<file path="src/hdl/modbus_rtu_temp_link_unit_defines.svh">
// Assertion helpers for the RTL
`ifndef MODBUS_RTU_TEMP_LINK_UNIT_DEFINES_SVH
`define MODBUS_RTU_TEMP_LINK_UNIT_DEFINES_SVH

// same-cycle implication, skipped while reset is low
`define MRTL_ASSERT_IMP(label, clk, rstn, ante, cons, msg) \
  label: assert property (@(posedge clk) disable iff (!(rstn)) (ante) |-> (cons)) \
    else $error(msg);

// next-cycle implication, skipped while reset is low
`define MRTL_ASSERT_NXT(label, clk, rstn, ante, cons, msg) \
  label: assert property (@(posedge clk) disable iff (!(rstn)) (ante) |=> (cons)) \
    else $error(msg);

`endif

</file>
<file path="src/hdl/mrtl_pkg.sv">
package mrtl_pkg;

  // item selector codes
  localparam logic [1:0] FUNC_READ   = 2'd0;
  localparam logic [1:0] FUNC_WRITE  = 2'd1;
  localparam logic [1:0] FUNC_RXBYTE = 2'd2;

  // register indexes (address bit 2)
  localparam logic REG_LINK_EN    = 1'b0;
  localparam logic REG_SLAVE_ADDR = 1'b1;

  // Modbus function codes and fixed frame fields
  localparam logic [7:0] MB_FC_READ_HOLD  = 8'h03;
  localparam logic [7:0] MB_FC_WRITE_REG  = 8'h06;
  localparam logic [7:0] MB_RD_REG_HI     = 8'h00;
  localparam logic [7:0] MB_RD_REG_LO     = 8'h00;
  localparam logic [7:0] MB_RD_CNT_HI     = 8'h00;
  localparam logic [7:0] MB_RD_CNT_LO     = 8'h01;
  localparam logic [7:0] MB_WR_REG_HI     = 8'h01;
  localparam logic [7:0] MB_WR_REG_LO     = 8'h2C;

  // CRC-16, reflected form
  localparam logic [15:0] CRC_INIT = 16'hFFFF;
  localparam logic [15:0] CRC_POLY = 16'hA001;

  localparam logic [7:0] PEND_MAX = 8'hFF;
  localparam logic [2:0] RX_POS_MAX = 3'd7;
  localparam logic [2:0] FRAME_LAST = 3'd7;
  localparam logic [2:0] FRAME_CRC_LO = 3'd6;

  // one decoded item, ready for serialization
  typedef struct packed {
    logic            is_frame;
    logic [5:0][7:0] bytes;     // bytes[0] goes out first
    logic            temp_valid;
    logic [15:0]     temp;
    logic [7:0]      pend;
  } desc_t;

  // fold one byte into the running CRC
  function automatic logic [15:0] crc_byte(input logic [15:0] crc_in,
                                           input logic [7:0] data);
    logic [15:0] c;
    c = crc_in ^ {8'h00, data};
    for (int b = 0; b < 8; b++) begin
      if (c[0]) c = (c >> 1) ^ CRC_POLY;
      else      c = c >> 1;
    end
    return c;
  endfunction

endpackage

</file>
<file path="src/hdl/mrtl_core.sv">
module mrtl_core import mrtl_pkg::*; (
  input  logic               clk,
  input  logic               rst_n,
  input  logic               accept,
  input  logic [1:0]         func,
  input  logic signed [15:0] setpoint_tenths,
  input  logic [7:0]         rx_byte,
  input  logic               rx_first,
  input  logic               link_en,
  input  logic [7:0]         slave_addr,
  output desc_t              desc
);

  logic [15:0] temp_r, temp_nxt;
  logic [7:0]  pend_r, pend_nxt;
  logic [2:0]  pos_r, pos_nxt;
  logic        match_r, match_nxt;
  logic [7:0]  hi_r, hi_nxt;
  logic [2:0]  pos;

  // decode one item against the current link state
  always_comb begin
    temp_nxt  = temp_r;
    pend_nxt  = pend_r;
    pos_nxt   = pos_r;
    match_nxt = match_r;
    hi_nxt    = hi_r;
    desc      = '0;
    pos       = rx_first ? 3'd0 : pos_r;
    case (func)
      FUNC_READ: begin
        if (link_en) begin
          if (pend_r != PEND_MAX) pend_nxt = pend_r + 8'd1;
          desc.is_frame = 1'b1;
          desc.bytes[0] = slave_addr;
          desc.bytes[1] = MB_FC_READ_HOLD;
          desc.bytes[2] = MB_RD_REG_HI;
          desc.bytes[3] = MB_RD_REG_LO;
          desc.bytes[4] = MB_RD_CNT_HI;
          desc.bytes[5] = MB_RD_CNT_LO;
        end
      end
      FUNC_WRITE: begin
        if (link_en && setpoint_tenths != 16'sd0) begin
          desc.is_frame = 1'b1;
          desc.bytes[0] = slave_addr;
          desc.bytes[1] = MB_FC_WRITE_REG;
          desc.bytes[2] = MB_WR_REG_HI;
          desc.bytes[3] = MB_WR_REG_LO;
          desc.bytes[4] = setpoint_tenths[15:8];
          desc.bytes[5] = setpoint_tenths[7:0];
        end
      end
      FUNC_RXBYTE: begin
        // response tracking by byte position
        if (pos == 3'd1) begin
          match_nxt = (rx_byte == MB_FC_READ_HOLD);
        end else if (pos == 3'd3) begin
          hi_nxt = rx_byte;
        end else if (pos == 3'd4 && match_r) begin
          temp_nxt        = {hi_r, rx_byte};
          pend_nxt        = 8'd0;
          desc.temp_valid = 1'b1;
        end
        pos_nxt = (pos < RX_POS_MAX) ? pos + 3'd1 : RX_POS_MAX;
      end
      default: ;
    endcase
    desc.temp = link_en ? temp_nxt : 16'd0;
    desc.pend = pend_nxt;
  end

  // link state
  always_ff @(posedge clk) begin
    if (!rst_n) begin
      temp_r  <= '0;
      pend_r  <= '0;
      pos_r   <= '0;
      match_r <= 1'b0;
      hi_r    <= '0;
    end else if (accept) begin
      temp_r  <= temp_nxt;
      pend_r  <= pend_nxt;
      pos_r   <= pos_nxt;
      match_r <= match_nxt;
      hi_r    <= hi_nxt;
    end
  end

endmodule

</file>
<file path="src/hdl/mrtl_frame_tx.sv">
module mrtl_frame_tx import mrtl_pkg::*; (
  input  logic        clk,
  input  logic        rst_n,
  input  logic        item_valid,
  output logic        item_ready,
  input  desc_t       item,
  output logic        out_valid,
  input  logic        out_ready,
  output logic [7:0]  out_tx_byte,
  output logic        out_tx_valid,
  output logic        out_tx_last,
  output logic        out_temp_valid,
  output logic [15:0] out_present_temp_tenths,
  output logic [7:0]  out_pending_count,
  output logic [1:0]  q_count
);

  // two-entry descriptor queue
  desc_t       q_mem_r [2];
  logic        q_wr_r, q_rd_r;
  logic [1:0]  q_cnt_r, q_cnt_nxt;
  logic        q_push, q_pop;

  // serializer cursor
  logic        busy_r, busy_nxt;
  logic [2:0]  idx_r, idx_nxt;
  desc_t       cur_r;
  logic [15:0] crc_r;

  logic        out_valid_r, out_valid_nxt;
  logic [7:0]  byte_r;
  logic        txv_r, last_r, tv_r;
  logic [15:0] temp_r;
  logic [7:0]  pend_r;

  logic [7:0]  cur_byte;
  logic        cur_last, out_free, push_out;

  assign item_ready = (q_cnt_r != 2'd2);
  assign q_push     = item_valid && item_ready;

  // byte under the cursor
  always_comb begin
    case (idx_r)
      3'd0:         cur_byte = cur_r.bytes[0];
      3'd1:         cur_byte = cur_r.bytes[1];
      3'd2:         cur_byte = cur_r.bytes[2];
      3'd3:         cur_byte = cur_r.bytes[3];
      3'd4:         cur_byte = cur_r.bytes[4];
      3'd5:         cur_byte = cur_r.bytes[5];
      FRAME_CRC_LO: cur_byte = crc_r[7:0];
      default:      cur_byte = crc_r[15:8];
    endcase
    if (!cur_r.is_frame) cur_byte = 8'd0;
  end

  assign cur_last = !cur_r.is_frame || (idx_r == FRAME_LAST);
  assign out_free = !out_valid_r || out_ready;
  assign push_out = busy_r && out_free;
  assign q_pop    = (q_cnt_r != 2'd0) && (!busy_r || (push_out && cur_last));

  // control next state
  always_comb begin
    q_cnt_nxt = q_cnt_r + {1'b0, q_push} - {1'b0, q_pop};
    busy_nxt  = busy_r;
    idx_nxt   = idx_r;
    if (q_pop) begin
      busy_nxt = 1'b1;
      idx_nxt  = 3'd0;
    end else if (push_out) begin
      if (cur_last) busy_nxt = 1'b0;
      else          idx_nxt  = idx_r + 3'd1;
    end
    out_valid_nxt = out_valid_r;
    if (push_out)       out_valid_nxt = 1'b1;
    else if (out_ready) out_valid_nxt = 1'b0;
  end

  always_ff @(posedge clk) begin
    if (!rst_n) begin
      q_wr_r      <= 1'b0;
      q_rd_r      <= 1'b0;
      q_cnt_r     <= '0;
      busy_r      <= 1'b0;
      idx_r       <= '0;
      out_valid_r <= 1'b0;
    end else begin
      if (q_push) q_wr_r <= ~q_wr_r;
      if (q_pop)  q_rd_r <= ~q_rd_r;
      q_cnt_r     <= q_cnt_nxt;
      busy_r      <= busy_nxt;
      idx_r       <= idx_nxt;
      out_valid_r <= out_valid_nxt;
    end
  end

  // payload: queue storage, cursor data, running CRC, result register
  always_ff @(posedge clk) begin
    if (q_push) q_mem_r[q_wr_r] <= item;
    if (q_pop) begin
      cur_r <= q_mem_r[q_rd_r];
      crc_r <= CRC_INIT;
    end else if (push_out && idx_r < FRAME_CRC_LO) begin
      crc_r <= crc_byte(crc_r, cur_byte);
    end
    if (push_out) begin
      byte_r <= cur_byte;
      txv_r  <= cur_r.is_frame;
      last_r <= cur_last;
      tv_r   <= cur_r.temp_valid;
      temp_r <= cur_r.temp;
      pend_r <= cur_r.pend;
    end
  end

  assign out_valid               = out_valid_r;
  assign out_tx_byte             = byte_r;
  assign out_tx_valid            = txv_r;
  assign out_tx_last             = last_r;
  assign out_temp_valid          = tv_r;
  assign out_present_temp_tenths = temp_r;
  assign out_pending_count       = pend_r;
  assign q_count                 = q_cnt_r;

endmodule

</file>
<file path="src/hdl/modbus_rtu_temp_link_unit.sv">
// Channel   Direction  Handshake             Payload
// in_       input      in_valid / in_ready   func, setpoint_tenths, rx_byte, rx_first
// out_      output     out_valid / out_ready tx_byte, tx_valid, tx_last, temp_valid,
//                                            present_temp_tenths, pending_count
// APB       config     psel/penable/pready   link_enabled @0x0, slave_address @0x4
//
// A sent frame (read or write command) gives 8 results, one per cycle while not
// stalled, as the serializer steps one byte per cycle; every other item gives one
// result. The CRC is folded one byte per cycle while not stalled, as the first six
// bytes leave. Results are registered; a two-entry queue sits in front of the
// serializer. Reset (rst_n low, synchronous) resets the link state and the registers.
// A stalled out_ready holds the result register; input stalls once the queue is full.
`include "modbus_rtu_temp_link_unit_defines.svh"

module modbus_rtu_temp_link_unit import mrtl_pkg::*; (
  input  logic               clk,
  input  logic               rst_n,
  input  logic               in_valid,
  output logic               in_ready,
  input  logic [1:0]         in_func,
  input  logic signed [15:0] in_setpoint_tenths,
  input  logic [7:0]         in_rx_byte,
  input  logic               in_rx_first,
  output logic               out_valid,
  input  logic               out_ready,
  output logic [7:0]         out_tx_byte,
  output logic               out_tx_valid,
  output logic               out_tx_last,
  output logic               out_temp_valid,
  output logic [15:0]        out_present_temp_tenths,
  output logic [7:0]         out_pending_count,
  input  logic               psel,
  input  logic               penable,
  input  logic               pwrite,
  input  logic [2:0]         paddr,
  input  logic [31:0]        pwdata,
  output logic [31:0]        prdata,
  output logic               pready
);

  logic       link_en_r;
  logic [7:0] slave_addr_r;
  logic       cfg_wr, in_xfer;
  desc_t      desc;
  logic [1:0] q_count;

  // configuration registers
  assign pready = 1'b1;
  assign cfg_wr = psel && penable && pwrite && pready;

  always_ff @(posedge clk) begin
    if (!rst_n) begin
      link_en_r    <= 1'b0;
      slave_addr_r <= 8'd1;
    end else if (cfg_wr) begin
      case (paddr[2])
        REG_LINK_EN:    link_en_r    <= pwdata[0];
        REG_SLAVE_ADDR: slave_addr_r <= pwdata[7:0];
        default: ;
      endcase
    end
  end

  // register readback
  always_comb begin
    case (paddr[2])
      REG_LINK_EN:    prdata = {31'd0, link_en_r};
      REG_SLAVE_ADDR: prdata = {24'd0, slave_addr_r};
      default:        prdata = '0;
    endcase
  end

  assign in_xfer = in_valid && in_ready;

  mrtl_core u_core (
    .clk             (clk),
    .rst_n           (rst_n),
    .accept          (in_xfer),
    .func            (in_func),
    .setpoint_tenths (in_setpoint_tenths),
    .rx_byte         (in_rx_byte),
    .rx_first        (in_rx_first),
    .link_en         (link_en_r),
    .slave_addr      (slave_addr_r),
    .desc            (desc)
  );

  mrtl_frame_tx u_tx (
    .clk                     (clk),
    .rst_n                   (rst_n),
    .item_valid              (in_valid),
    .item_ready              (in_ready),
    .item                    (desc),
    .out_valid               (out_valid),
    .out_ready               (out_ready),
    .out_tx_byte             (out_tx_byte),
    .out_tx_valid            (out_tx_valid),
    .out_tx_last             (out_tx_last),
    .out_temp_valid          (out_temp_valid),
    .out_present_temp_tenths (out_present_temp_tenths),
    .out_pending_count       (out_pending_count),
    .q_count                 (q_count)
  );

  // checks
  `MRTL_ASSERT_IMP(a_nontx_single, clk, rst_n, out_valid && !out_tx_valid, out_tx_last && out_tx_byte == 8'd0, "non-frame result must be a lone zero byte")
  `MRTL_ASSERT_IMP(a_temp_clears, clk, rst_n, out_valid && out_temp_valid, out_pending_count == 8'd0 && !out_tx_valid, "decoded temperature must clear pending count")
  `MRTL_ASSERT_IMP(a_queue_bound, clk, rst_n, 1'b1, q_count != 2'd3, "descriptor queue overflow")
  `MRTL_ASSERT_NXT(a_read_counts, clk, rst_n, in_xfer && in_func == FUNC_READ && link_en_r, u_core.pend_r != 8'd0, "read request not counted")

endmodule
</file>
<file path="config.mk">
export PLATFORM = sky130hd
export DESIGN_NAME = modbus_rtu_temp_link_unit
export DESIGN_NICKNAME = d
export VERILOG_FILES = /design/src/hdl/mrtl_pkg.sv /design/src/hdl/mrtl_core.sv /design/src/hdl/mrtl_frame_tx.sv /design/src/hdl/modbus_rtu_temp_link_unit.sv
export VERILOG_INCLUDE_DIRS = /design/src /design/src/hdl
export SDC_FILE = /design/constraint.sdc
export NUM_CORES = 1
export LEC_CHECK = 0
export ABC_AREA = 1
export BUFFER_PORTS_ARGS = -buffer_cell sky130_fd_sc_hd__buf_4
export CORE_ASPECT_RATIO = 1.1
export CORE_MARGIN = 4
export CORE_UTILIZATION = 52
export CTS_CLUSTER_SIZE = 30
export DETAILED_ROUTE_END_ITERATION = 8
export PLACE_DENSITY_LB_ADDON = 0.05
export SLEW_MARGIN = 20
export SYNTH_ARGS = -nofsm -noshare
export SYNTH_HDL_FRONTEND = slang
export SYNTH_SLANG_ARGS = --single-unit
</file>
<file path="constraint.sdc">
create_clock -name clk -period 6.1 [get_ports clk]
set_clock_uncertainty 0.05 [all_clocks]
set_input_delay 1.83 -clock clk [delete_from_list [all_inputs] [get_ports clk]]
set_output_delay 1.83 -clock clk [all_outputs]
set_load 0.1 [all_outputs]
</file>
* Yosys cells after proc, flatten, opt, wreduce, memory -nomap -nowiden
Memories as Yosys holds them, arrays and structs flattened. A register that Yosys moved wholly into a read port is not among the register bits. Index checks and enable logic that the tools add are counted.
Operators by class: multiplexer cells 52, reductions and logical operators 30, add/sub/neg operators 5, $lt $le $gt $ge 2, bitwise gates (word level) 15, eq/ne operators 15
Operator list (number):
- 16-bit 2-to-1 mux | 27
- 49-bit 2-to-1 mux | 2
- 49-bit one-hot mux with 2 select lines | 1
- 32-bit one-hot mux with 2 select lines | 1
- 8-bit one-hot mux with 7 select lines | 1
- 8-bit 2-to-1 mux | 6
- 2-bit NOT with 3-bit output | 8
- 8-bit one-hot mux with 2 select lines | 1
- 16-bit nonzero test | 1
- 16-bit by 8-bit bitwise XOR with 16-bit output | 1
- 3-bit == test (second input constant) | 5
- 1-bit 2-to-1 mux | 11
- 2-bit AND reduction | 5
- 3-bit by 2-bit == test with 1-bit output (second input constant) | 3
- 1-bit logical AND | 9
- 8-bit by 1-bit adder with 8-bit output (second input constant) | 1
- 8-bit by 2-bit == test with 1-bit output (second input constant) | 1
- 8-bit != test (second input constant) | 1
- 2-bit nonzero test | 4
- 3-bit by 1-bit adder with 3-bit output (second input constant) | 2
- 3-bit by 1-bit == test with 1-bit output (second input constant) | 2
- 3-bit less-than comparator (second input constant) | 2
- 3-bit 2-to-1 mux | 2
- 1-bit NOT | 6
- other kinds (12) | 16
Storage, ports and cells: word-level logic and storage cells 140, output and inout port bits 70, memories kept 1, bits in writable memories 148, register bits after elaboration 105
Memories:
- u_tx.q_mem_r | words 2, bits a word 74, read ports 1, clocked after memory_dff 1, wr ports 1, RTL line mrtl_frame_tx.sv:19 | desc_t q_mem_r [2];

* Depth between registers and ports, before layout
Gate-level depths: netlist of run 1.
word-level depth 34, gate-level depth with buffers 21, depth with buffers taken out 21

* Modules after synthesis
From an unflattened synthesis of run 1, not the netlist that was laid out.
Second synthesis, totals: cells, all modules 1407, area, all modules 14377.5 um^2
By module, submodules not included:
- mrtl_frame_tx | area an instance 10911.7 um^2, cells each 863, times used 1
- mrtl_core | area an instance 2760.1 um^2, cells each 437, times used 1
- modbus_rtu_temp_link_unit | area an instance 705.7 um^2, cells each 107, times used 1

* Least setup slack after synthesis of run 1
No wires, ideal clock.
kind input to register, start point input port out_ready, end point register u_tx.crc_r[13], setup time 0.079 ns, path slack -0.113 ns, required time 5.971 ns, stages 7, arrival 6.084 ns, buffers on the path 1, path through inv_1 > nand2_1 > a21oi_1 > a21oi_1 > clkinv_1 > buf_2 > o211ai_1
On the way: word-level cells in the longest chain between the ends 5, elaborated cells on any way between the ends 6
RTL lines:
- start, declared | RTL line modbus_rtu_temp_link_unit.sv:25 | input logic out_ready,
- 1-bit logical OR (*) | RTL line mrtl_frame_tx.sv:58 | assign out_free = !out_valid_r || out_ready;
- 1-bit logical AND (*) | RTL line mrtl_frame_tx.sv:59 | assign push_out = busy_r && out_free;
- 1-bit logical AND | RTL line mrtl_frame_tx.sv:60 | assign q_pop = (q_cnt_r != 2'd0) && (!busy_r || (push_out && cur_last));
- 1-bit logical OR | RTL line mrtl_frame_tx.sv:60
- 1-bit logical AND | RTL line mrtl_frame_tx.sv:60
- end signal, assigned | RTL line mrtl_frame_tx.sv:104 | crc_r <= crc_byte(crc_r, cur_byte);
- end, declared | RTL line mrtl_frame_tx.sv:28 | logic [15:0] crc_r;
Mark *: on every way between the ends. The rest lies on a longest branch, timed or not. A chain may end at the register's enable or synchronous reset.

* Worst setup path after layout of run 1
start point input port paddr[2], end point output port prdata[0]
On the way: word-level cells in the longest chain between the ends 2
RTL lines:
- start, declared | RTL line modbus_rtu_temp_link_unit.sv:35 | input logic [2:0] paddr,
- 1-bit NOT (no source line)
- 32-bit one-hot mux with 2 select lines (*) | RTL line modbus_rtu_temp_link_unit.sv:66 | case (paddr[2])
- end, declared | RTL line modbus_rtu_temp_link_unit.sv:37 | output logic [31:0] prdata,
Mark *: on every way between the ends. The rest lies on a longest branch, timed or not. The select of a mux whose other input is x is not followed.

==> summary.txt, run 1 <==
Logic synthesis
  • Fraction of synthesized cell area in xor and xnor cells: 0.472%
  • Main synth FF type: sky130_fd_sc_hd__edfxtp_1
  • Count of mapped cells out of synthesis: 1102
  • Most numerous cell types in the synthesized netlist: sky130_fd_sc_hd__nand2_1, sky130_fd_sc_hd__edfxtp_1, sky130_fd_sc_hd__inv_1
  • Portion of the post-synthesis area used by sequential elements: 64.2%
  • Warnings, synthesis: 0
  • Multiplexer share of the synthesized area: 1.44%
  • Fraction of the mapped netlist area in simple logic gates: 18.3%
  • Seq cells post-synth: 261
  • Cell types with the largest area share after synthesis: sky130_fd_sc_hd__edfxtp_1, sky130_fd_sc_hd__dfxtp_1, sky130_fd_sc_hd__nand2_1, sky130_fd_sc_hd__inv_1, sky130_fd_sc_hd__nor2_1
  • Most frequent cell after synthesis: sky130_fd_sc_hd__nand2_1
  • Leading area contributor after synthesis: sky130_fd_sc_hd__edfxtp_1
  • Compound-gate portion of the synthesized area: 6.25%
  • Yosys cell types: 36
  • EDFF count, synth: 191
  • Mapped Area: 0.0111 mm²
  • Share of async-settable or async-resettable flops after synthesis: 0%
  • Adder-cell share of the synthesized area: 1.46%
  • Mean cell area of the mapped netlist: 10.1 µm²
  • Share of Yosys cell area claimed by the top area cell type: 51.6%
  • Main combinational cell family by area after synthesis: simple AND/OR/NAND/NOR gates

Pwr
  • Largest vdd supply drop: 0.234 mV
  • Sequential group share of total power: 41.0%
  • Switching power of the nets: 2530 µW
  • Switching portion of total power: 38.6%
  • Leakage power figure: 0.00564 µW
  • Part of the total power dissipated in the clock network: 24.7%
  • Internal Pwr Total: 4020 µW
  • Combinational power share: 34.3%
  • Power per unit of standard cell area: 510 mW/mm²

Setup path
  • Register-to-register setup slack: 2.83 ns
  • Number of buffer and inverter stages on the critical path: 2
  • Classification of the worst setup path: in -> out
  • CP cell instances: buf_4, o21ai_0, buf_4
  • Number of cells traversed by the worst register-to-register path: 20
  • Critical Path Source Type: input pin
  • Data required, critical path: 4.22 ns
  • Slowest cell on the critical path: sky130_fd_sc_hd__buf_4
  • Arrival time at the worst endpoint: 2.48 ns
  • Worst-path fanout max: 12
  • Startpoint of the most critical register-to-register path: u_tx.idx_r[2]$_SDFFE_PP0P_
  • Reg-to-reg endpoint: u_tx.crc_r[0]$_SDFFE_PP1P_
  • Critical Path Sink Type: output pin
  • Critical path's top delay family: buffers and inverters
  • Worst path max stage delay: 0.32 ns
  • Critical Path Most Common Cell: sky130_fd_sc_hd__buf_4

Min path
  • Hold worst-path end: u_tx.out_pending_count[5]$_DFFE_PP_
  • Hold Path Cell Cnt: 0
  • Path class of the lowest-slack min-delay path: reg -> reg
  • Hold Startpoint: u_tx.cur_r[5]$_DFFE_PP_

STA
  • Slew Viols, Final: 0
  • Final setup vio count: 0
  • Final hold violation count: 0
  • Final Cycle Share: 71.5%
  • Transition at the pin with the smallest max-transition slack: 0.957 ns
  • Unrepaired setup endpoints after global routing: no
  • Fmax: 229 MHz
  • Slew Limit Headroom: 36.1%
  • Setup tns final: 0 ns
  • Shortest period the worst path allows: 4.36 ns

Routing
  • Top metal layer carrying routed signals: met4
  • DRC violation total after the first TritonRoute iteration: 402
  • Drt via density: 4.84
  • First-pass iteration count of the detailed router: 4
  • Wire length on met1: 9980 µm
  • Routed wl met2: 9600 µm
  • Met3 wire length: 956 µm
  • Final routed DRC violation total: 0
  • Vias: 7210
  • Remaining antenna violation count after routing: 0
  • Wirelength per Cell: 14.0 µm
  • Total routed wirelength: 20900 µm

Clocking
  • CTS Buf Count: 26
  • Buffers inserted during post-CTS setup optimization: 0
  • Count of cells resized by post-cts repair: 0
  • CTS tree: done
  • Insertion delay of the later-clocked pin in the worst-skew pair: 0.51 ns
  • Maximum clock insertion buffer count: 3
  • Depth of the CTS H-tree: 1
  • Clock input transition at the sequential cells of the worst setup and hold paths: 0.06 ns
  • Cts hold-fix bufs: 0
  • Num Clock Sinks: 261
  • Buffer type at the clock tree root: sky130_fd_sc_hd__clkbuf_16

Finish
  • Sequential standard cell area: 0.00714 mm²
  • Share of the core filled with cells in the final layout: 61.7%
  • Multi-input logic area: 0.00324 mm²
  • Count of antenna diodes in the layout: 0
  • Share of final-layout standard cells stronger than drive strength 1: 14.8%
  • Area overhead of the layout relative to synthesis: 15.4%
  • Final #Nets: 1268
  • Total of fill cells in the finished design: 1788

Flow run
  • Number of max-cap violations: 0

Place
  • HPWL after detailed placement: 13900 µm
  • Number of port buffers: 87
  • Final Wtd Congestion: 0.780

Floorplan
  • Placeable Area: 0.0208 mm²
  • Initial standard-cell utilization of the core: 53.5%
  • Die Height: 161 µm
  • Number of rows in the core area: 55
  • Overall die area: 0.0238 mm²
  • Die extent in x: 147 µm
  • I/O pin cnt: 139

Global route
  • Total overflow reported by the global router: 0
  • Antenna violations before repair: 0
  • Global routing usage summed across all routing layers: 17.7%
  • Wire length of the first global-routing pass: 34500 µm
  • Via count of the first global-routing pass: 6772
  • Maximum number of pins on one net before global-route repair: 55

Outcome
  • Status: complete, no violations
[routing by layer]
layer  up-vias  GRT usage (%)
met5         -              0
met4         0           3.77
met3        27           2.67
met2       153           28.9
met1      3267           25.4
li1       3763              -
[per-stage QoR]
| step | setup WS, ns | hold WS [ns] | instance area [µm²] | cells | power [µW] |
|---|---|---|---|---|---|
| after global placement | 1.68 | 0.351 | 12000 | 1443 | 4950 |
| final | 1.74 | 0.364 | 12800 | 1491 | 6540 |
| after CTS | 1.73 | 0.366 | 12800 | 1491 | 6610 |
| after detailed placement | 1.64 | 0.355 | 12000 | 1443 | 4990 |
| after global routing | 1.66 | 0.373 | 12800 | 1491 | 6950 |
| after floorplan | 0.0752 | 0.350 | 11200 | 1125 | 4470 |
[logic make-up after synthesis]
group | after synthesis
compound gates | 120
xor+xnor | 6
fa+ha+maj | 13
buf+inv | 196
flops | 261
mux | 16
other cells | 2
simple gates | 488
[worst max path at each step]
stage | start | end | depth (start not counted)
after floorplan | paddr[2] | prdata[0] | 2
after global placement | in_setpoint_tenths[5] | u_tx.q_mem_r[0][34]$_DFFE_PP_ | 7
final | paddr[2] | prdata[0] | 3
after CTS | paddr[2] | prdata[0] | 3
after global routing | paddr[2] | prdata[0] | 3
after detailed placement | in_setpoint_tenths[5] | u_tx.q_mem_r[0][32]$_DFFE_PP_ | 7
[flip-flops by register name, summed over array words and instances (netlist names), 2 cells and up]
signal,cells
u_core.hi_r,8
u_tx.cur_r,52
u_tx.q_mem_r,104
u_core.pend_r,8
u_tx.q_count,2
u_tx.out_pending_count,8
u_tx.out_present_temp_tenths,16
u_core.pos_r,3
slave_addr_r,8
u_tx.out_tx_byte,8
u_tx.idx_r,3
u_tx.crc_r,16
u_core.temp_r,16
[cells in the final DEF (no fill, tap or decap), types with 2 or more instances in the layout]
| master | instances |
|---|---|
| sky130_fd_sc_hd__o211ai_1 | 28 |
| sky130_fd_sc_hd__edfxtp_1 | 191 |
| sky130_fd_sc_hd__ha_1 | 13 |
| sky130_fd_sc_hd__o21ai_0 | 46 |
| sky130_fd_sc_hd__nand3_1 | 57 |
| sky130_fd_sc_hd__dfxtp_1 | 70 |
| sky130_fd_sc_hd__nand2_1 | 278 |
| sky130_fd_sc_hd__buf_4 | 95 |
| sky130_fd_sc_hd__clkinv_1 | 6 |
| sky130_fd_sc_hd__nand4_1 | 4 |
| sky130_fd_sc_hd__inv_2 | 5 |
| sky130_fd_sc_hd__clkbuf_16 | 27 |
| sky130_fd_sc_hd__clkinvlp_4 | 2 |
| sky130_fd_sc_hd__nand3_2 | 3 |
| sky130_fd_sc_hd__or2_2 | 2 |
| sky130_fd_sc_hd__o221ai_1 | 2 |
| sky130_fd_sc_hd__clkinv_2 | 5 |
| sky130_fd_sc_hd__a21oi_1 | 28 |
| sky130_fd_sc_hd__nand2_2 | 26 |
| sky130_fd_sc_hd__bufinv_16 | 4 |
| sky130_fd_sc_hd__inv_1 | 127 |
| sky130_fd_sc_hd__o21ai_1 | 8 |
| sky130_fd_sc_hd__nor2_1 | 106 |
| sky130_fd_sc_hd__nor2_4 | 3 |
| sky130_fd_sc_hd__a31oi_1 | 2 |
| sky130_fd_sc_hd__clkbuf_1 | 5 |
| sky130_fd_sc_hd__conb_1 | 25 |
| sky130_fd_sc_hd__nor4_1 | 6 |
| sky130_fd_sc_hd__xor2_1 | 6 |
| sky130_fd_sc_hd__a21oi_4 | 2 |
| sky130_fd_sc_hd__mux2i_1 | 16 |
[power groups by stage]
stage               clock network [µW]  logic (µW)  registers, µW
floorplan                            0        1210           3260
global placement                     0        2230           2710
detailed placement                   0        2260           2720
CTS                               1650        2270           2690
global route                      1740        2490           2730
finish                            1610        2250           2680
[final cells by class]
type	count	area share, %
inverters	134	3.92
clock buffers	32	5.41
repair buffers	95	5.56
clock inverters	16	1.43
well taps	285	2.78
multi-input cells	668	25.3
flip-flops and latches	261	55.6
(Power assumes the default switching activity.)
==> run 2, diff against run 1 <==
--- a/config.mk
+++ b/config.mk
@@ -6,7 +6,7 @@
 export SDC_FILE = /design/constraint.sdc
 export NUM_CORES = 1
 export LEC_CHECK = 0
-export ABC_AREA = 1
+export ABC_AREA = 0
 export BUFFER_PORTS_ARGS = -buffer_cell sky130_fd_sc_hd__buf_4
 export CORE_ASPECT_RATIO = 1.1
 export CORE_MARGIN = 4
==> constraint.sdc (replaced) <==
create_clock -name clk -period 3.95 [get_ports clk]
set_clock_uncertainty 0.05 [all_clocks]
set_input_delay 1.185 -clock clk [delete_from_list [all_inputs] [get_ports clk]]
set_output_delay 1.185 -clock clk [all_outputs]
set_load 0.1 [all_outputs]
==> run 2 against run 1 <==
Power up 52%. Non-clock buffer count is 5 higher. Worst hold slack improved by 0.00054 ns. Largest power group unchanged.
==> summary.txt, run 2 <==
Outcome
  • Status: complete, no violations

Logic synthesis
  • EDFF count, synth: 191
  • Cell types with the largest area share after synthesis: sky130_fd_sc_hd__edfxtp_1, sky130_fd_sc_hd__dfxtp_1, sky130_fd_sc_hd__mux2_2, sky130_fd_sc_hd__nand2_1, sky130_fd_sc_hd__a21boi_0
  • Fraction of synthesized cell area in xor and xnor cells: 2.25%
  • Seq cells post-synth: 261
  • Main combinational cell family by area after synthesis: simple AND/OR/NAND/NOR gates
  • Most frequent cell after synthesis: sky130_fd_sc_hd__edfxtp_1
  • Share of Yosys cell area claimed by the top area cell type: 53.2%
  • Count of mapped cells out of synthesis: 813
  • Most numerous cell types in the synthesized netlist: sky130_fd_sc_hd__edfxtp_1, sky130_fd_sc_hd__nand2_1, sky130_fd_sc_hd__dfxtp_1
  • Mapped Area: 0.0108 mm²
  • Warnings, synthesis: 0
  • Mean cell area of the mapped netlist: 13.3 µm²
  • Share of async-settable or async-resettable flops after synthesis: 0%
  • Main synth FF type: sky130_fd_sc_hd__edfxtp_1
  • Leading area contributor after synthesis: sky130_fd_sc_hd__edfxtp_1
  • Yosys cell types: 63
  • Multiplexer share of the synthesized area: 7.41%
  • Portion of the post-synthesis area used by sequential elements: 66.2%
  • Adder-cell share of the synthesized area: 1.51%
  • Compound-gate portion of the synthesized area: 7.79%
  • Fraction of the mapped netlist area in simple logic gates: 11.1%

Min path
  • Path class of the lowest-slack min-delay path: reg -> reg

Setup path
  • Critical Path Source Type: flop
  • Data required, critical path: 4.30 ns
  • Worst-path fanout max: 12
  • Critical Path Sink Type: flop
  • Worst path max stage delay: 0.61 ns
  • CP cell instances: inv_1, ha_1, nor4_4, and2_1, o21ai_2, xnor2_4, xor2_2, xnor3_2, nor3b_1, a2111o_1
  • Slowest cell on the critical path: sky130_fd_sc_hd__nor4_4
  • Classification of the worst setup path: reg -> reg
  • Arrival time at the worst endpoint: 3.79 ns

Clocking
  • CTS Buf Count: 28
  • Clock input transition at the sequential cells of the worst setup and hold paths: 0.06 ns
  • Buffer type at the clock tree root: sky130_fd_sc_hd__clkbuf_16
  • Insertion delay of the later-clocked pin in the worst-skew pair: 0.52 ns
  • CTS tree: done
  • Cts hold-fix bufs: 0
  • Depth of the CTS H-tree: 1
  • Num Clock Sinks: 261
  • Count of cells resized by post-cts repair: 0
  • Maximum clock insertion buffer count: 3
  • Buffers inserted during post-CTS setup optimization: 0

STA
  • Final setup vio count: 0
  • Setup tns final: 0 ns
  • Slew Limit Headroom: 37.2%
  • Shortest period the worst path allows: 3.44 ns
  • Fmax: 291 MHz
  • Final Cycle Share: 87.0%
  • Slew Viols, Final: 0
  • Unrepaired setup endpoints after global routing: no
  • Fin Hold WS: 0.365 ns
  • Transition at the pin with the smallest max-transition slack: 0.942 ns
  • Final hold violation count: 0

Floorplan
  • Number of rows in the core area: 54
  • Die extent in x: 145 µm
  • Overall die area: 0.0231 mm²
  • Initial standard-cell utilization of the core: 53.5%
  • I/O pin cnt: 139
  • Placeable Area: 0.0201 mm²
  • Die Height: 159 µm

Routing
  • Wirelength per Cell: 17.2 µm
  • First-pass iteration count of the detailed router: 5
  • Final routed DRC violation total: 0
  • Vias: 6339
  • Remaining antenna violation count after routing: 0
  • DRC violation total after the first TritonRoute iteration: 390
  • Total routed wirelength: 20400 µm
  • Drt via density: 5.36

Place
  • Number of port buffers: 87
  • Number of cells after detailed placement: 1130
  • Final Wtd Congestion: 0.822
  • HPWL after detailed placement: 13400 µm

Global route
  • Wire length of the first global-routing pass: 32900 µm
  • Antenna violations before repair: 0
  • Via count of the first global-routing pass: 6301
  • Maximum number of pins on one net before global-route repair: 54
  • Global routing usage summed across all routing layers: 17.1%
  • Total overflow reported by the global router: 0

Finish
  • Most used cells in the layout excluding fill and tap cells: sky130_fd_sc_hd__edfxtp_1, sky130_fd_sc_hd__nand2_1, sky130_fd_sc_hd__buf_4
  • Largest register FFs: 104
  • Final standard cell count with taps included and fillers excluded: 1182
  • Largest regs: u_tx.q_mem_r: 104 flops, u_tx.cur_r: 52 flops
  • Commonest non-fill, non-tap cell in the layout: sky130_fd_sc_hd__edfxtp_1
  • Area overhead of the layout relative to synthesis: 17.4%
  • Share of final-layout standard cells stronger than drive strength 1: 23.1%
  • Final #Nets: 990
  • Count of antenna diodes in the layout: 0
  • Register with the most flip-flops: u_tx.q_mem_r

Pwr
  • Power per unit of standard cell area: 784 mW/mm²
  • Leakage power figure: 0.00460 µW
  • Largest vdd supply drop: 0.337 mV

Flow run
  • Number of max-cap violations: 0
## run 2: changes by cell type after synthesis, moves of 8 or more
cell and delta:
sky130_fd_sc_hd__a21boi_0 +29, sky130_fd_sc_hd__and2_1 +26, sky130_fd_sc_hd__inv_1 -110, sky130_fd_sc_hd__mux2_2 +54, sky130_fd_sc_hd__nand2_1 -150, sky130_fd_sc_hd__nand2_2 -26
sky130_fd_sc_hd__nand3_1 -50, sky130_fd_sc_hd__nor2_1 -81, sky130_fd_sc_hd__nor2b_1 +21, sky130_fd_sc_hd__nor3b_1 +8, sky130_fd_sc_hd__o211ai_1 -20, sky130_fd_sc_hd__o21ai_0 -35
sky130_fd_sc_hd__xnor2_1 +18
## run 2: worst paths after layout
kind	cells after the start	end	slack (ns)	startpoint
setup / recovery	10	u_tx.crc_r[14]$_SDFFE_PP1P_	0.51	u_tx.idx_r[1]$_SDFFE_PP0P_
hold / removal	0	u_tx.out_pending_count[7]$_DFFE_PP_	0.36	u_tx.cur_r[7]$_DFFE_PP_
setup reg to reg	10	u_tx.crc_r[14]$_SDFFE_PP1P_	0.51	u_tx.idx_r[1]$_SDFFE_PP0P_
hold reg to reg	0	u_tx.out_pending_count[7]$_DFFE_PP_	0.36	u_tx.cur_r[7]$_DFFE_PP_
## run 2: kinds of logic after synthesis
logic type      count (synthesis)
mux                            73
compound gates                114
flops                         261
buf+inv                        77
other cells                     2
simple gates                  250
xor+xnor                       23
fa+ha+maj                      13
## run 2: through the flow
stage	cell area, µm²	utilization [%]	setup slack (ns)	power [µW]
2_1_floorplan	10900	-	0.0207	6480
3_3_place_gp	11600	57.8	0.469	7100
3_5_place_dp	11600	57.8	0.340	7190
4_1_cts	12600	62.8	0.516	10000
5_1_grt	12700	62.8	0.301	10400
6_report	12700	62.8	0.512	9920
## run 2: report_power, final
| part | leakage (µW) | total, µW | switching [µW] | internal (µW) |
|---|---|---|---|---|
| clock network | 0.000483 | 2810 | 1010 | 1800 |
| registers | 0.00243 | 4100 | 351 | 3750 |
| logic | 0.00169 | 3010 | 2000 | 1010 |
| total | 0.00460 | 9920 | 3350 | 6560 |
## run 2: cell type report
cell class | count | area [µm²]
clock inverters | 16 | 259
flip-flops and latches | 261 | 7140
multi-input cells | 498 | 3350
inverters | 19 | 71.3
repair buffers | 100 | 763
fillers | 1502 | 7480
clock buffers | 36 | 752
well taps | 252 | 315
## run 2: critical path, delay by kind of cell (launching register included)
kind,cells,cell delay [ns]
and+or+nand+nor,3,1.00
xor gates and xnor gates,3,0.93
AOI/OAI and AO/OA,2,0.46
adders and majority gates,1,0.39
DFF,1,0.38
buffers and inverters,1,0.12
## run 2: metal layers
metal	vias to the layer above	global-route usage [%]	part of all wire, %
li1	3062	-	-
met1	3072	24.0	46
met2	174	28.3	48
met3	31	2.62	4.5
met4	0	4.23	1.7
met5	-	0	0
==> run 3, diff against run 2 <==
--- a/config.mk
+++ b/config.mk
@@ -6,7 +6,7 @@
 export SDC_FILE = /design/constraint.sdc
 export NUM_CORES = 1
 export LEC_CHECK = 0
-export ABC_AREA = 0
+export ABC_AREA = 1
 export BUFFER_PORTS_ARGS = -buffer_cell sky130_fd_sc_hd__buf_4
 export CORE_ASPECT_RATIO = 1.1
 export CORE_MARGIN = 4
==> run 3 against run 2 <==
Sequential cell count did not move. Utilization fell by 0.74 points. Cell area rose by 2.0%. Clock power fell by 14%. Setup slack improved by 0.40 ns. Worst hold slack got worse by 0.0014 ns. Sequential share of layout area fell by 1.1 points. Via count rose by 15%. Global-route usage rose by 0.99 points. Sequential power rose by 1%. Die area rose by 3.0%. Final cell count rose by 27%. Largest cell class unchanged. Largest power group unchanged.
==> summary.txt, run 3 (synthesis results as in run 1) <==
Outcome
  • Status: complete, no violations

Finish
  • Area overhead of the layout relative to synthesis: 16.0%
  • Share of final-layout standard cells stronger than drive strength 1: 15.6%
  • Largest regs: u_tx.q_mem_r: 104 flops, u_tx.cur_r: 52 flops
  • Largest register FFs: 104
  • Design Area, Final: 0.0129 mm²
  • Register with the most flip-flops: u_tx.q_mem_r
  • Count of antenna diodes in the layout: 0
  • Final #Nets: 1279
  • Commonest non-fill, non-tap cell in the layout: sky130_fd_sc_hd__nand2_1
  • Total of fill cells in the finished design: 1758
  • Most used cells in the layout excluding fill and tap cells: sky130_fd_sc_hd__nand2_1, sky130_fd_sc_hd__edfxtp_1, sky130_fd_sc_hd__inv_1

Global route
  • Total overflow reported by the global router: 0
  • Antenna violations before repair: 0
  • Via count of the first global-routing pass: 6942
  • Grt met3 use: 2.75%
  • Wire length of the first global-routing pass: 35000 µm
  • Global routing usage summed across all routing layers: 18.1%
  • Maximum number of pins on one net before global-route repair: 55
  • Grt peak-use layer: met2
  • Global routing usage on met1: 25.5%
  • Met2 Track Usage GR: 30.4%

Setup path
  • Number of cells traversed by the worst register-to-register path: 19
  • Register-to-register setup slack: 1.17 ns
  • Slowest cell on the critical path: sky130_fd_sc_hd__buf_4
  • Classification of the worst setup path: in -> out
  • Critical Path Source Type: input pin
  • Worst-path fanout max: 12
  • Startpoint of the most critical register-to-register path: u_tx.idx_r[1]$_SDFFE_PP0P_
  • CP cell instances: buf_4, o21ai_2, buf_4
  • Reg-to-reg endpoint: u_tx.crc_r[0]$_SDFFE_PP1P_
  • Critical Path Sink Type: output pin
  • Arrival time at the worst endpoint: 1.80 ns
  • Critical Path Most Common Cell: sky130_fd_sc_hd__buf_4
  • Data required, critical path: 2.71 ns
  • Worst path max stage delay: 0.31 ns

Floorplan
  • Initial standard-cell utilization of the core: 53.5%
  • Die Height: 161 µm
  • I/O pin cnt: 139
  • Die extent in x: 147 µm
  • Number of rows in the core area: 55
  • Overall die area: 0.0238 mm²
  • Placeable Area: 0.0208 mm²

Pwr
  • Switching portion of total power: 38.8%
  • Design Power: 10100 µW
  • Power per unit of standard cell area: 779 mW/mm²
  • Switching power of the nets: 3900 µW
  • Largest vdd supply drop: 0.439 mV
  • Combinational power share: 34.8%
  • Part of the total power dissipated in the clock network: 24.0%
  • Sequential group share of total power: 41.2%
  • Leakage power figure: 0.00569 µW
  • Internal Pwr Total: 6160 µW

Place
  • Worst Setup Slack post-DPL: 0.529 ns
  • HPWL after detailed placement: 14200 µm
  • Placement-stage cell area: 0.0121 mm²
  • Number of port buffers: 87
  • Final Wtd Congestion: 0.855

Clocking
  • Num Clock Sinks: 261
  • Maximum clock insertion buffer count: 3
  • Clock input transition at the sequential cells of the worst setup and hold paths: 0.06 ns
  • Cts hold-fix bufs: 0
  • Count of cells resized by post-cts repair: 0
  • Insertion delay of the later-clocked pin in the worst-skew pair: 0.52 ns
  • CTS Buf Count: 26
  • CTS tree: done
  • Buffer type at the clock tree root: sky130_fd_sc_hd__clkbuf_16
  • Buffers inserted during post-CTS setup optimization: 0
  • Depth of the CTS H-tree: 1

Routing
  • Final routed DRC violation total: 0
  • Drt via density: 4.85
  • DRC violation total after the first TritonRoute iteration: 379
  • Vias: 7285
  • Total routed wirelength: 21100 µm
  • Remaining antenna violation count after routing: 0
  • First-pass iteration count of the detailed router: 5
  • Wirelength per Cell: 14.1 µm

STA
  • Slew Limit Headroom: 45.7%
  • Fin Hold WS: 0.363 ns
  • Transition at the pin with the smallest max-transition slack: 0.810 ns
  • Final setup vio count: 0
  • Fmax: 329 MHz
  • Fin worst setup slack: 0.913 ns
  • Slew Viols, Final: 0
  • Shortest period the worst path allows: 3.04 ns
  • Final Cycle Share: 76.9%
  • Unrepaired setup endpoints after global routing: no
  • Final hold violation count: 0

Min path
  • Hold Path Cell Cnt: 0
  • Hold worst-path end: u_tx.out_present_temp_tenths[4]$_DFFE_PP_
  • Path class of the lowest-slack min-delay path: reg -> reg
  • Hold Startpoint: u_tx.cur_r[12]$_DFFE_PP_

Flow run
  • Number of max-cap violations: 0
==> run 3: cell count changes in the layout (fill, tap and decap cells not counted), moves of 21 or more <==
cell	previous run	this run
sky130_fd_sc_hd__and2_1	26	0
sky130_fd_sc_hd__inv_1	16	127
sky130_fd_sc_hd__nand2_1	128	278
sky130_fd_sc_hd__mux2_2	54	0
sky130_fd_sc_hd__nand2_2	0	26
sky130_fd_sc_hd__a21boi_0	29	0
sky130_fd_sc_hd__nor2b_1	21	0
sky130_fd_sc_hd__nor2_1	26	106
sky130_fd_sc_hd__o21ai_0	10	45
sky130_fd_sc_hd__nand3_1	7	57
==> run 3: power groups by stage <==
stage	clock network (µW)	registers [µW]	logic [µW]
after global routing	2610	4210	3860
after floorplan	0	5030	1870
final	2410	4150	3500
after detailed placement	0	4200	3530
after global placement	0	4180	3490
after CTS	2470	4150	3540
==> run 3: final cells by class <==
| type | instances | area [µm²] | area share [%] |
|---|---|---|---|
| clock buffers | 37 | 743 | 5.76 |
| flip-flops and latches | 261 | 7140 | 55.3 |
| inverters | 134 | 503 | 3.90 |
| clock inverters | 11 | 110 | 0.853 |
| well taps | 285 | 357 | 2.76 |
| multi-input cells | 668 | 3250 | 25.2 |
| repair buffers | 106 | 808 | 6.26 |
==> run 3: critical path, delay by kind of cell <==
kind / cells / cell delay [ns]
AOI/OAI and AO/OA: 1 / 0.14
buffers and inverters: 2 / 0.47
==> run 3: worst max path at each step <==
stage                                       from                       endpoint  slack [ns]  depth (start not counted)
after floorplan                        out_ready     u_tx.q_count[1]$_SDFF_PN0_       -0.11                         10
after global placement               in_rx_first  u_tx.q_mem_r[0][15]$_DFFE_PP_        0.58                         12
after detailed placement             in_rx_first  u_tx.q_mem_r[1][15]$_DFFE_PP_        0.53                         12
after CTS                 link_en_r$_SDFFE_PN0P_                      prdata[0]        0.89                          3
after global routing      link_en_r$_SDFFE_PN0P_                      prdata[0]        0.77                          3
final                                   paddr[2]                      prdata[0]        0.91                          3
==> run 3: routing by layer <==
layer | vias to the layer above | part of all wire (%)
met5 | - | 0
met4 | 0 | 1.0
met3 | 20 | 5.6
met2 | 169 | 47
met1 | 3312 | 47
li1 | 3784 | -
==> run 3: stage by stage <==
stage	TNS, ns	utilization [%]	cells
3_3_place_gp	0	58.0	1454
3_5_place_dp	0	58.0	1454
2_1_floorplan	-0.958	-	1125
5_1_grt	0	62.1	1502
6_report	0	62.1	1502
4_1_cts	0	62.1	1502
